**src/design/ntpcal_pkg.sv**
```systemverilog
`timescale 1ns / 1ps
`default_nettype none
// ----------------------------------------------------------------------------
// ntpcal_pkg
// Shared types, constants and calendar helpers for the NTP seconds to local
// calendar converter.
// ----------------------------------------------------------------------------
package ntpcal_pkg;

    localparam int unsigned DaySec  = 86400;
    localparam int unsigned HourSec = 3600;
    localparam int unsigned MinSec  = 60;

    // configuration register indexes
    localparam logic [1:0] CFG_ZONE   = 2'd0;
    localparam logic [1:0] CFG_DST_EN = 2'd1;
    localparam logic [1:0] CFG_EUROPE = 2'd2;

    typedef struct packed {
        logic capture_in;
        logic load_sec;
        logic sel_loc;
        logic step_year;
        logic step_month;
        logic latch_w1;
        logic step_day;
        logic step_hour;
        logic step_min;
        logic set_dst;
        logic clear_dst;
        logic capture_out;
    } t_cmd;

    typedef struct packed {
        logic std_ok;
        logic dst_en;
        logic loc_ok;
        logic year_more;
        logic month_more;
        logic day_more;
        logic hour_more;
        logic min_more;
    } t_status;

    function automatic logic is_leap_year(input int y);
        return ((y % 4 == 0) && (y % 100 != 0)) || (y % 400 == 0);
    endfunction

    // days from 1900-01-01 to 1 January of year y
    function automatic longint days_before(input int y);
        longint d;
        d = 0;
        for (int k = 1900; k < y; k++) begin
            d = d + (is_leap_year(k) ? 366 : 365);
        end
        return d;
    endfunction

    function automatic logic [4:0] month_days(input logic [3:0] m, input logic leap);
        logic [4:0] n;
        case (m)
            4'd2:                      n = leap ? 5'd29 : 5'd28;
            4'd4, 4'd6, 4'd9, 4'd11:   n = 5'd30;
            default:                   n = 5'd31;
        endcase
        return n;
    endfunction

    function automatic logic [2:0] wday_add(input logic [2:0] w, input logic [1:0] inc);
        logic [3:0] s;
        s = {1'b0, w} + {2'b00, inc};
        return (s >= 4'd7) ? 3'(s - 4'd7) : s[2:0];
    endfunction

endpackage
`default_nettype wire

```
**src/design/ntp_seconds_to_local_calendar.sv**
```systemverilog
// Each request runs the split passes: none when the time is out of range, one
// when DST is off, else two. Each pass steps through the years since BASE_YEAR,
// then the months, days, hours and minutes, one subtraction per step.
// One request at a time: a new request is taken only after the last result is
// loaded into the output register; the shared subtract-and-compare unit serves
// every step. Reset (synchronous, active low) restores the config registers.
`timescale 1ns / 1ps
`default_nettype none
// ----------------------------------------------------------------------------
// ntp_seconds_to_local_calendar
// Converts an NTP era-0 seconds count to local calendar date and time with a
// whole-hour zone offset and US or European daylight saving.
// ----------------------------------------------------------------------------
module ntp_seconds_to_local_calendar #(
    parameter int BASE_YEAR = 2014
) (
    input  wire               i_clk,
    input  wire               i_rst_n,
    // configuration write port
    input  wire               i_cfg_we,
    input  wire  [1:0]        i_cfg_index,
    input  wire  [4:0]        i_cfg_data,
    // request channel
    input  wire               i_in_valid,
    output logic              o_in_ready,
    input  wire  [31:0]       i_ntp_seconds,
    // result channel
    output logic              o_out_valid,
    input  wire               i_out_ready,
    output logic [10:0]       o_year_value,
    output logic [3:0]        o_month_value,
    output logic [4:0]        o_day_of_month,
    output logic [4:0]        o_hour_value,
    output logic [5:0]        o_minute_value,
    output logic [5:0]        o_second_value,
    output logic [2:0]        o_weekday,
    output logic              o_dst_active,
    output logic signed [4:0] o_offset_in_effect,
    output logic              o_out_of_range
);
    import ntpcal_pkg::*;

    // Flow of one request:
    //   capture the seconds plus zone offset (standard local time);
    //   if it lies at or after the base year and DST is enabled, split it
    //   into a calendar by repeated subtraction and apply the DST rule;
    //   then split the final local time again, or flag it out of range.
    // The weekday of the month's first day is held from the month loop so
    // the DST Sundays follow without any table.
    t_cmd    cmd;
    t_status status;

    ntpcal_ctrl u_ctrl (
        .i_clk       (i_clk),
        .i_rst_n     (i_rst_n),
        .i_in_valid  (i_in_valid),
        .o_in_ready  (o_in_ready),
        .o_out_valid (o_out_valid),
        .i_out_ready (i_out_ready),
        .i_status    (status),
        .o_cmd       (cmd)
    );

    ntpcal_dp #(
        .BASE_YEAR (BASE_YEAR)
    ) u_dp (
        .i_clk              (i_clk),
        .i_rst_n            (i_rst_n),
        .i_cfg_we           (i_cfg_we),
        .i_cfg_index        (i_cfg_index),
        .i_cfg_data         (i_cfg_data),
        .i_ntp_seconds      (i_ntp_seconds),
        .i_cmd              (cmd),
        .o_status           (status),
        .o_year_value       (o_year_value),
        .o_month_value      (o_month_value),
        .o_day_of_month     (o_day_of_month),
        .o_hour_value       (o_hour_value),
        .o_minute_value     (o_minute_value),
        .o_second_value     (o_second_value),
        .o_weekday          (o_weekday),
        .o_dst_active       (o_dst_active),
        .o_offset_in_effect (o_offset_in_effect),
        .o_out_of_range     (o_out_of_range)
    );

endmodule
`default_nettype wire

```
**src/design/ntpcal_ctrl.sv**
```systemverilog
`timescale 1ns / 1ps
`default_nettype none
// ----------------------------------------------------------------------------
// ntpcal_ctrl
// Sequencer: runs the split passes, the DST decision and the result handoff.
// ----------------------------------------------------------------------------
module ntpcal_ctrl (
    input  wire                   i_clk,
    input  wire                   i_rst_n,
    input  wire                   i_in_valid,
    output logic                  o_in_ready,
    output logic                  o_out_valid,
    input  wire                   i_out_ready,
    input  ntpcal_pkg::t_status   i_status,
    output ntpcal_pkg::t_cmd      o_cmd
);
    import ntpcal_pkg::*;

    typedef enum logic [8:0] {
        ST_IDLE   = 9'b000000001,
        ST_CHECK  = 9'b000000010,
        ST_YEAR   = 9'b000000100,
        ST_MONTH  = 9'b000001000,
        ST_DAY    = 9'b000010000,
        ST_HOUR   = 9'b000100000,
        ST_MINUTE = 9'b001000000,
        ST_DECIDE = 9'b010000000,
        ST_FINISH = 9'b100000000
    } t_state;

    t_state r_state, n_state;
    logic   r_pass, n_pass;
    logic   r_out_valid;
    t_cmd   cmd;

    always_comb begin
        cmd     = '0;
        n_state = r_state;
        n_pass  = r_pass;
        unique case (r_state)
            ST_IDLE: begin
                if (i_in_valid) begin
                    cmd.capture_in = 1'b1;
                    n_state        = ST_CHECK;
                end
            end
            ST_CHECK: begin
                // first pass only when the standard time may need DST
                if (i_status.std_ok && i_status.dst_en) begin
                    cmd.load_sec = 1'b1;
                    n_pass       = 1'b0;
                    n_state      = ST_YEAR;
                end else begin
                    cmd.clear_dst = 1'b1;
                    n_state       = ST_DECIDE;
                end
            end
            ST_YEAR: begin
                if (i_status.year_more) cmd.step_year = 1'b1;
                else                    n_state = ST_MONTH;
            end
            ST_MONTH: begin
                if (i_status.month_more) begin
                    cmd.step_month = 1'b1;
                end else begin
                    cmd.latch_w1 = 1'b1;
                    n_state      = ST_DAY;
                end
            end
            ST_DAY: begin
                if (i_status.day_more) cmd.step_day = 1'b1;
                else                   n_state = ST_HOUR;
            end
            ST_HOUR: begin
                if (i_status.hour_more) cmd.step_hour = 1'b1;
                else                    n_state = ST_MINUTE;
            end
            ST_MINUTE: begin
                if (i_status.min_more) begin
                    cmd.step_min = 1'b1;
                end else if (r_pass) begin
                    n_state = ST_FINISH;
                end else begin
                    cmd.set_dst = 1'b1;
                    n_state     = ST_DECIDE;
                end
            end
            ST_DECIDE: begin
                // DST known: split local time, or flag it out of range
                if (i_status.loc_ok) begin
                    cmd.load_sec = 1'b1;
                    cmd.sel_loc  = 1'b1;
                    n_pass       = 1'b1;
                    n_state      = ST_YEAR;
                end else begin
                    n_state = ST_FINISH;
                end
            end
            ST_FINISH: begin
                if (!r_out_valid || i_out_ready) begin
                    cmd.capture_out = 1'b1;
                    n_state         = ST_IDLE;
                end
            end
            default: n_state = ST_IDLE;
        endcase
    end

    always_ff @(posedge i_clk) begin
        if (!i_rst_n) begin
            r_state     <= ST_IDLE;
            r_pass      <= 1'b0;
            r_out_valid <= 1'b0;
        end else begin
            r_state <= n_state;
            r_pass  <= n_pass;
            if (cmd.capture_out)  r_out_valid <= 1'b1;
            else if (i_out_ready) r_out_valid <= 1'b0;
        end
    end

    assign o_cmd       = cmd;
    assign o_in_ready  = (r_state == ST_IDLE);
    assign o_out_valid = r_out_valid;

    a_no_overwrite: assert property (@(posedge i_clk) disable iff (!i_rst_n)
        cmd.capture_out |-> (!r_out_valid || i_out_ready))
        else $error("result overwritten before it was taken");
    a_accept_check: assert property (@(posedge i_clk) disable iff (!i_rst_n)
        (i_in_valid && o_in_ready) |=> (r_state == ST_CHECK))
        else $error("accepted request did not start conversion");
    a_finish_holds: assert property (@(posedge i_clk) disable iff (!i_rst_n)
        (r_state == ST_FINISH && r_out_valid && !i_out_ready) |=> (r_state == ST_FINISH))
        else $error("finish left while output stalled");

endmodule
`default_nettype wire

```
**src/design/ntpcal_dp.sv**
```systemverilog
`timescale 1ns / 1ps
`default_nettype none
// ----------------------------------------------------------------------------
// ntpcal_dp
// Datapath: config registers, offset add, subtractive calendar split, DST test
// and the output register.
// ----------------------------------------------------------------------------
module ntpcal_dp #(
    parameter int BASE_YEAR = 2014
) (
    input  wire                  i_clk,
    input  wire                  i_rst_n,
    input  wire                  i_cfg_we,
    input  wire  [1:0]           i_cfg_index,
    input  wire  [4:0]           i_cfg_data,
    input  wire  [31:0]          i_ntp_seconds,
    input  ntpcal_pkg::t_cmd     i_cmd,
    output ntpcal_pkg::t_status  o_status,
    output logic [10:0]          o_year_value,
    output logic [3:0]           o_month_value,
    output logic [4:0]           o_day_of_month,
    output logic [4:0]           o_hour_value,
    output logic [5:0]           o_minute_value,
    output logic [5:0]           o_second_value,
    output logic [2:0]           o_weekday,
    output logic                 o_dst_active,
    output logic signed [4:0]    o_offset_in_effect,
    output logic                 o_out_of_range
);
    import ntpcal_pkg::*;

    localparam longint BaseDays = days_before(BASE_YEAR);
    localparam logic signed [34:0] BaseStart = 35'(BaseDays * 86400);
    localparam logic [2:0]  BaseWday = 3'((BaseDays + 1) % 7);
    localparam logic [1:0]  BaseY4   = 2'(BASE_YEAR % 4);
    localparam logic [6:0]  BaseY100 = 7'(BASE_YEAR % 100);
    localparam logic [8:0]  BaseY400 = 9'(BASE_YEAR % 400);

    logic signed [4:0]  r_zone;
    logic               r_dst_en, r_europe;
    logic signed [34:0] r_std;
    logic               r_dst;
    logic [32:0]        r_sec;
    logic [10:0]        r_year;
    logic [1:0]         r_y4;
    logic [6:0]         r_y100;
    logic [8:0]         r_y400;
    logic [3:0]         r_month;
    logic [4:0]         r_day, r_hour;
    logic [5:0]         r_min;
    logic [2:0]         r_wday, r_w1;

    logic               leap;
    logic [32:0]        year_secs, month_secs;
    logic [4:0]         mlen;
    logic signed [34:0] std_next, loc_t;
    logic [4:0]         fs, ls;
    logic [3:0]         w_late;
    logic               us_on, eu_on;

    // config write port
    always_ff @(posedge i_clk) begin
        if (!i_rst_n) begin
            r_zone   <= -5'sd5;
            r_dst_en <= 1'b1;
            r_europe <= 1'b0;
        end else if (i_cfg_we) begin
            unique case (i_cfg_index)
                CFG_ZONE:   r_zone   <= signed'(i_cfg_data);
                CFG_DST_EN: r_dst_en <= i_cfg_data[0];
                CFG_EUROPE: r_europe <= i_cfg_data[0];
                default: ;
            endcase
        end
    end

    assign std_next = signed'({3'b000, i_ntp_seconds})
                    + 35'(r_zone) * 35'sd3600;
    assign loc_t    = r_std + (r_dst ? 35'sd3600 : 35'sd0);

    assign leap       = ((r_y4 == 2'd0) && (r_y100 != 7'd0)) || (r_y400 == 9'd0);
    assign year_secs  = leap ? 33'd31622400 : 33'd31536000;
    assign mlen       = month_days(r_month, leap);
    assign month_secs = 33'(mlen) * 33'(DaySec);

    // DST Sundays from the weekday of the month's first day
    assign fs     = (r_w1 == 3'd0) ? 5'd1 : 5'(4'd8 - {1'b0, r_w1});
    assign w_late = ({1'b0, r_w1} + 4'd2 >= 4'd7) ? {1'b0, r_w1} - 4'd5
                                                  : {1'b0, r_w1} + 4'd2;
    assign ls     = 5'd31 - {1'b0, w_late};

    always_comb begin
        us_on = 1'b0;
        if (r_month > 4'd3 && r_month < 4'd11) us_on = 1'b1;
        else if (r_month == 4'd3)
            us_on = (r_day > fs + 5'd7) || (r_day == fs + 5'd7 && r_hour >= 5'd2);
        else if (r_month == 4'd11)
            us_on = (r_day < fs) || (r_day == fs && r_hour < 5'd2);
        eu_on = 1'b0;
        if (r_month > 4'd3 && r_month < 4'd10) eu_on = 1'b1;
        else if (r_month == 4'd3)
            eu_on = (r_day > ls) || (r_day == ls && r_hour >= 5'd1);
        else if (r_month == 4'd10)
            eu_on = (r_day < ls) || (r_day == ls && r_hour < 5'd1);
    end

    always_comb begin
        o_status            = '0;
        o_status.std_ok     = (r_std >= BaseStart);
        o_status.dst_en     = r_dst_en;
        o_status.loc_ok     = (loc_t >= BaseStart);
        o_status.year_more  = (r_sec >= year_secs);
        o_status.month_more = (r_month < 4'd12) && (r_sec >= month_secs);
        o_status.day_more   = (r_sec >= 33'(DaySec));
        o_status.hour_more  = (r_sec >= 33'(HourSec));
        o_status.min_more   = (r_sec >= 33'(MinSec));
    end

    always_ff @(posedge i_clk) begin
        if (i_cmd.capture_in) r_std <= std_next;
        if (i_cmd.clear_dst)    r_dst <= 1'b0;
        else if (i_cmd.set_dst) r_dst <= r_europe ? eu_on : us_on;
        if (i_cmd.latch_w1) r_w1 <= r_wday;

        if (i_cmd.load_sec) begin
            r_sec   <= i_cmd.sel_loc ? 33'(loc_t - BaseStart) : 33'(r_std - BaseStart);
            r_year  <= 11'(BASE_YEAR);
            r_y4    <= BaseY4;
            r_y100  <= BaseY100;
            r_y400  <= BaseY400;
            r_month <= 4'd1;
            r_day   <= 5'd1;
            r_hour  <= 5'd0;
            r_min   <= 6'd0;
            r_wday  <= BaseWday;
        end else if (i_cmd.step_year) begin
            r_sec  <= r_sec - year_secs;
            r_year <= r_year + 11'd1;
            r_y4   <= r_y4 + 2'd1;
            r_y100 <= (r_y100 == 7'd99)  ? 7'd0 : r_y100 + 7'd1;
            r_y400 <= (r_y400 == 9'd399) ? 9'd0 : r_y400 + 9'd1;
            r_wday <= wday_add(r_wday, leap ? 2'd2 : 2'd1);
        end else if (i_cmd.step_month) begin
            r_sec   <= r_sec - month_secs;
            r_month <= r_month + 4'd1;
            r_wday  <= wday_add(r_wday, 2'(mlen - 5'd28));
        end else if (i_cmd.step_day) begin
            r_sec  <= r_sec - 33'(DaySec);
            r_day  <= r_day + 5'd1;
            r_wday <= wday_add(r_wday, 2'd1);
        end else if (i_cmd.step_hour) begin
            r_sec  <= r_sec - 33'(HourSec);
            r_hour <= r_hour + 5'd1;
        end else if (i_cmd.step_min) begin
            r_sec <= r_sec - 33'(MinSec);
            r_min <= r_min + 6'd1;
        end

        if (i_cmd.capture_out) begin
            o_out_of_range     <= !o_status.loc_ok;
            o_dst_active       <= r_dst;
            o_offset_in_effect <= r_zone + (r_dst ? 5'sd1 : 5'sd0);
            if (o_status.loc_ok) begin
                o_year_value   <= r_year;
                o_month_value  <= r_month;
                o_day_of_month <= r_day;
                o_hour_value   <= r_hour;
                o_minute_value <= r_min;
                o_second_value <= r_sec[5:0];
                o_weekday      <= r_wday;
            end else begin
                o_year_value   <= '0;
                o_month_value  <= '0;
                o_day_of_month <= '0;
                o_hour_value   <= '0;
                o_minute_value <= '0;
                o_second_value <= '0;
                o_weekday      <= '0;
            end
        end
    end

endmodule
`default_nettype wire

```
**config.mk**
```make
export PLATFORM = sky130hd
export DESIGN_NAME = ntp_seconds_to_local_calendar
export DESIGN_NICKNAME = d
export VERILOG_FILES = /design/src/design/ntpcal_pkg.sv /design/src/design/ntp_seconds_to_local_calendar.sv /design/src/design/ntpcal_ctrl.sv /design/src/design/ntpcal_dp.sv
export SDC_FILE = /design/constraint.sdc
export NUM_CORES = 1
export LEC_CHECK = 0
export ABC_AREA = 1
export BUFFER_PORTS_ARGS = -buffer_cell sky130_fd_sc_hd__buf_2
export CAP_MARGIN = 20
export CORE_MARGIN = 5
export CORE_UTILIZATION = 31
export DETAILED_ROUTE_END_ITERATION = 10
export PLACE_DENSITY = 0.44
export SETUP_SLACK_MARGIN = 0.02
export SKIP_CTS_REPAIR_TIMING = 1
export SYNTH_ARGS = -nofsm -noshare
export SYNTH_HDL_FRONTEND = slang
export SYNTH_SLANG_ARGS = --single-unit
export TNS_END_PERCENT = 30
```
**constraint.sdc**
```tcl
create_clock -name i_clk -period 9.5 [get_ports i_clk]
set_input_delay 2.85 -clock i_clk [delete_from_list [all_inputs] [get_ports i_clk]]
set_output_delay 2.85 -clock i_clk [all_outputs]
set_load 0.005 [all_outputs]
```
# == Yosys cells after proc, flatten, opt, wreduce, memory -nomap -nowiden ==
# Index checks and enable logic that the tools add are counted.
# classes
add_sub_neg,30
n_mul,2
order_cmp,23
n_eq_ne,32
muxes,69
n_bitwise,4
reduce_logical,36
# ops
operator,n
$mux 33,7
$mux 9,10
$pmux 9 s9,1
$ge 35x33->1 const B,2
$sub 33x33->33 const B,2
$add 33x35->35,1
$add 35x13->35,1
$ge 33x12->1 const B,1
$ge 33x17->1 const B,1
$ge 33x22->1,1
$ge 33x33->1,1
$ge 33x6->1 const B,1
$sub 33x12->33 const B,1
$sub 33x17->33 const B,1
$sub 33x22->33,1
$sub 33x33->33,1
$sub 33x6->33 const B,1
$mux 1,32
$eq 9x9->1 const B,2
$mux 18,1
$mux 3,6
$ge 4x3->1 const B,4
$eq 5x5->1,3
$mul 5x10->15 const B,1
other kinds (67),113
# totals
ff_bits,189
in_bits,44
out_inout_bits,49
wordCells,225

# == Longest topological paths before layout ==
# depth
ltp_word,13
depth_mapped,31
ltp_nobuf,30

# == Cells and area by module ==
# From an unflattened synthesis, not the netlist that was laid out.
# hier_totals
cells_unflattened,2430
hier_area_um2,16916.2
# modules_own_cells
module,instances,cells_each,area_each_um2,seq_area_each_um2
ntpcal_dp,1,2280,16064.2,4714.5
ntpcal_ctrl,1,150,852.1,220.2

# == Least setup slack after synthesis ==
# No wires, ideal clock.
# synth_path
kind,register to register
start,register u_dp.r_zone[2]
end,"register u_dp.r_std[32], data pin"
setup_time_ns,0.260
arrival_time_ns,5.559
required_time_ns,9.240
slack_ns,3.681
path_stages_with_launch,21
n_path_buf,0
period_less_slack_ns,5.819
path_cell_list,dfxtp_1 -> fa_1 -> inv_1 -> fa_1 -> fa_1 -> inv_1 -> fa_1 -> a31oi_1 -> nor2_1 -> nor3_1 -> ha_1 -> a21oi_1 -> o21ai_0 -> a21oi_1 -> o21ai_0 -> nand3_1 -> nand2_1 -> a21boi_0 -> nor2_1 -> nor2_1 -> xor2_1
# synth_between
elab_chain_len,2
# synth_rtl
element,line_no,text
from (decl),ntpcal_dp.sv:39,logic signed [4:0] r_zone;
from (signal assigned),ntpcal_dp.sv:64,r_zone <= -5'sd5;
from (signal assigned),ntpcal_dp.sv:69,CFG_ZONE: r_zone <= signed'(i_cfg_data);
$mul 5x9->14,ntpcal_dp.sv:78,+ 35'(r_zone) * 35'sd3600;
$add 33x35->35,ntpcal_dp.sv:78,
net u_dp.std_next[32],ntpcal_dp.sv:56,"logic signed [34:0] std_next, loc_t;"
to (signal assigned),ntpcal_dp.sv:120,if (i_cmd.capture_in) r_std <= std_next;
to (decl),ntpcal_dp.sv:41,logic signed [34:0] r_std;
# The timed path passes the listed nets, and every way through them passes these cells.
# A chain may end at the register's enable or synchronous reset.

# == Final worst setup path ==
# layout_path
start,register u_dp.r_y400[8]
end,"register u_dp.r_sec[27], data pin"
# layout_between
elab_chain_len,12
elab_cells_between_ends,18
cone_classes,add/sub (2); mul (1); order compare (2); mux (10); reduce/logical (3)
# layout_rtl
element,line_no,text
from (decl),ntpcal_dp.sv:47,logic [8:0] r_y400;
from (signal assigned),ntpcal_dp.sv:130,r_y400 <= BaseY400;
from (signal assigned),ntpcal_dp.sv:141,r_y400 <= (r_y400 == 9'd399) ? 9'd0 : r_y400 + 9'd1;
$logic_not 9->1 *,ntpcal_dp.sv:81,assign leap = ((r_y4 == 2'd0) && (r_y100 != 7'd0)) || (r_y400 == 9'd0);
$logic_or 1x1->1 *,ntpcal_dp.sv:81,
$mux 1,ntpcal_pkg.sv:62,4'd2: n = leap ? 5'd29 : 5'd28;
$pmux 2 s2,ntpcal_pkg.sv:61,case (m)
$mul 5x10->15,ntpcal_dp.sv:84,assign month_secs = 33'(mlen) * 33'(DaySec);
$ge 33x22->1,ntpcal_dp.sv:113,o_status.month_more = (r_month < 4'd12) && (r_sec >= month_secs);
$logic_and 1x1->1,ntpcal_dp.sv:113,
$mux 1,ntpcal_ctrl.sv:63,if (i_status.month_more) begin
$mux 2,ntpcal_ctrl.sv:40,unique case (r_state)
$mux 33,ntpcal_dp.sv:143,end else if (i_cmd.step_month) begin
$mux 33 *,ntpcal_dp.sv:136,end else if (i_cmd.step_year) begin
$mux 33 *,ntpcal_dp.sv:125,if (i_cmd.load_sec) begin
to (signal assigned),ntpcal_dp.sv:126,r_sec <= i_cmd.sel_loc ? 33'(loc_t - BaseStart) : 33'(r_std - BaseStart);
to (signal assigned),ntpcal_dp.sv:137,r_sec <= r_sec - year_secs;
to (signal assigned),ntpcal_dp.sv:144,r_sec <= r_sec - month_secs;
to (decl),ntpcal_dp.sv:43,logic [32:0] r_sec;
# Every way passes the cells marked *; elsewhere a longest branch is shown, timed or not.

==> results.ini <==
[power]
peakVddDrop_v = 0.0001460
clockPowerShare_pct = 15.6
net-switching-power_mw = 2.464
pwr_density_cell_nw_per_um2 = 264.4
seq_power_share_pct = 27.6
pwr-share-comb_pct = 56.8
leakage_nw = 8.655
intPower_mw = 2.520
sw_frac_of_total_pct = 49.44

[drt]
vias = 16530
dr.first_iter.drc_count = 998
drc = 0
wl_microns = 56750
first_pass_iters = 5
ant_nets = 0
wl_per_cell_microns = 17.34
viasPerCell = 5.052

[logic_synthesis]
ys_seq_area_share_pct = 29.12
synthDominantCellAreaShare_pct = 20.79
ys_warn_count = 0
yosysUniqueCellTypes = 61
synth_area_sq_um = 17050
yosysTopAreaCell = edfxtp_1
synth_area_leaders = edfxtp_1 21%, nand2_1 13%, ha_1 9.7%
synth_nets = 2673
synth_edf_count = 118
synthCells = 2487
ys.flop_type = edfxtp_1
ys_seq_elements = 189
synth.avg_cell_area_sq_um = 6.855
async_flop_share_pct = 0

[outcome]
status = finished clean

[grt]
grt_pass1_vias = 16060
grt_usage_pct = 18.75
grt_max_degree = 60
grt_antenna_before_repair = 1
grt_first_pass_wirelength_microns = 89670
gr-total-overflow = 0

[placed_design]
place_hpwl_microns = 45280
place.port_buffers = 92
post-place-cells = 3239
place.gp.congestion = 0.9843

[clock_tree]
clock_path_buffers = 2
clk_latency_ns = 0.48
cts_buffers = 17
cts_root_buf = clkbuf_16
clk_pin_slew_ns = 0.08
cts_tree = done
cts_sinks = 189
htreeDepth = 4

[final_layout]
multiInputGateArea_sq_um = 10430
nets = 2740
area_delta_synth_final_pct = 10.58
final_cell_mix = 568 x nand2_1, 358 x inv_1, 319 x nor2_1, 153 x nand3_1, 136 x a21oi_1
finalNonFillerCells = 3272
layout_commonest_cell = nand2_1
n_fill_cell = 5922
ff_latch_area_sq_um = 4965
drive_gt1_share_pct = 7.791

[timing]
final_hold_viol_count = 0
fin_crit_sh_pct = 68.59
max_slew.worst_pin.slew_ns = 1.000
rsz0062_at_grt = no
fin_crit_ns = 6.516
skew_ns = 0.02123
fmax_mhz = 153.5
tns_ns = 0
fin_hold_ws_ns = 0.4688
slew_viol_final = 0
relSlewSlack_pct = 33.16
setup_viol = 0

[floorplanning]
core_sq_um = 54770
die_y_microns = 244.5
start_util_pct = 31.13
fp.dieW_microns = 244.5
dieArea_sq_um = 59780
num_rows = 86
num_io_pins = 93

[job]
drv_cap = 0

[critical_path]
worstSetupPathType = reg2reg
crit_required_ns = 9.73
crit_arrival_ns = 6.75
crit_path_end_kind = flop
crit_fanout = 13
startpoint_type = flop

[hold_path]
hold_path_class = reg2reg

metrics by stage:
step                      setup WS, ns  util, %  total power [mW]  instance area, sq um
after detailed placement         3.122    33.28             4.205                 18230
after global routing             2.514    34.42             5.454                 18850
after CTS                        3.144    34.42             5.019                 18850
after global placement           3.124    33.28             4.190                 18230
after floorplan                  3.681        -             3.409                 17050
final                            2.984    34.42             4.984                 18850
kinds of logic (layout without fill, tap and decap cells):
kind of cell | count (synthesis) | after routing | share of synthesized area (%)
compound gates | 371 | 371 | 12.81
xor+xnor | 114 | 114 | 5.857
fa+ha+maj | 142 | 142 | 10.86
buf+inv | 431 | 511 | 9.813
flops | 189 | 189 | 29.12
mux | 7 | 7 | 0.4184
other cells | 1 | 2 | 0.02200
simple gates | 1232 | 1232 | 31.10
synthesized netlist by cell type, types with 3 or more instances:
library cell,instances
inv_1,359
a221oi_1,3
o21ai_1,10
clkbuf_1,37
mux2i_1,6
buf_6,5
nor4_1,16
edfxtp_1,118
o311ai_0,5
nand3b_1,5
nand2_1,568
o22ai_1,7
ha_1,132
xor2_1,90
fa_1,10
dfxtp_1,71
nand4_1,82
o2111ai_1,6
o211ai_1,19
a21oi_1,136
nor2_1,321
o21bai_1,7
clkinv_1,4
nor2_2,8
or2_2,10
nand2_2,19
o221ai_1,11
xnor2_1,24
nand3_1,153
nor3_1,34
inv_2,13
a31oi_1,14
o31ai_1,12
a21boi_0,4
o21ai_0,109
nor3b_1,7
a211oi_1,11
buf_2,10
sequential cells by signal, indices dropped and copies added, names as in the netlist, 6 cells and up:
name and count:
u_dp.r_std 35, u_dp.r_sec 33, u_dp.o_year_value 11, u_dp.r_year 11, u_ctrl.r_state 9, u_dp.r_y400 9, u_dp.r_y100 7, u_dp.o_minute_value 6
u_dp.o_second_value 6, u_dp.r_min 6
layout make-up:
cell class	count	share of cell area, %
clock inverters	9	0.5708
multi-input cells	1867	55.33
well taps	704	4.672
flip-flops and latches	189	26.34
diodes	1	0.01327
clock buffers	23	2.715
repair buffers	103	2.880
inverters	376	7.487
path summary, 6_finish.rpt:
| path | to | cells past startpoint | from | slack, ns |
|---|---|---|---|---|
| hold / removal | u_dp.r_y4[0] | 2 | u_dp.r_y4[0] | 0.47 |
| setup / recovery | u_dp.r_sec[27] | 25 | u_dp.r_y400[8] | 2.98 |
| hold reg to reg | u_dp.r_y4[0] | 2 | u_dp.r_y4[0] | 0.47 |
| setup reg to reg | u_dp.r_sec[27] | 25 | u_dp.r_y400[8] | 2.98 |
routing by layer:
metal	GRT usage (%)	part of all wire, %
met5	0	0
met2	30.67	46
met1	25.87	47
met4	5.891	2.3
met3	2.437	4.2
power by group through the flow:
stage / Sequential (mW) / Clock [mW] / Combinational (mW)
floorplan: 1.30 / 0 / 2.11
global placement: 1.39 / 0 / 2.80
detailed placement: 1.39 / 0 / 2.81
CTS: 1.37 / 0.812 / 2.83
global route: 1.41 / 0.833 / 3.21
finish: 1.38 / 0.777 / 2.83
worst max-delay path, cell delays in order (launching register included):
cell and delay, ns:
dfxtp_1 0.34, nor4_1 0.33, nand4_1 0.16, nand2_1 0.39
inv_1 0.28, a21oi_1 0.54, inv_1 0.19, ha_1 0.24
ha_1 0.35, a31oi_1 0.15, o21ai_0 0.49, a21oi_1 0.18
o21ai_0 0.39, a21oi_1 0.17, o311ai_0 0.13, nand2_1 0.13
inv_1 0.13, nand2_1 0.17, nand2_1 0.56, inv_1 0.40
o21ai_1 0.18, nand2_1 0.08, nor2_1 0.09, nand2_1 0.06
nand3_1 0.08, nand2_1 0.06
(Power assumes the default switching activity.)
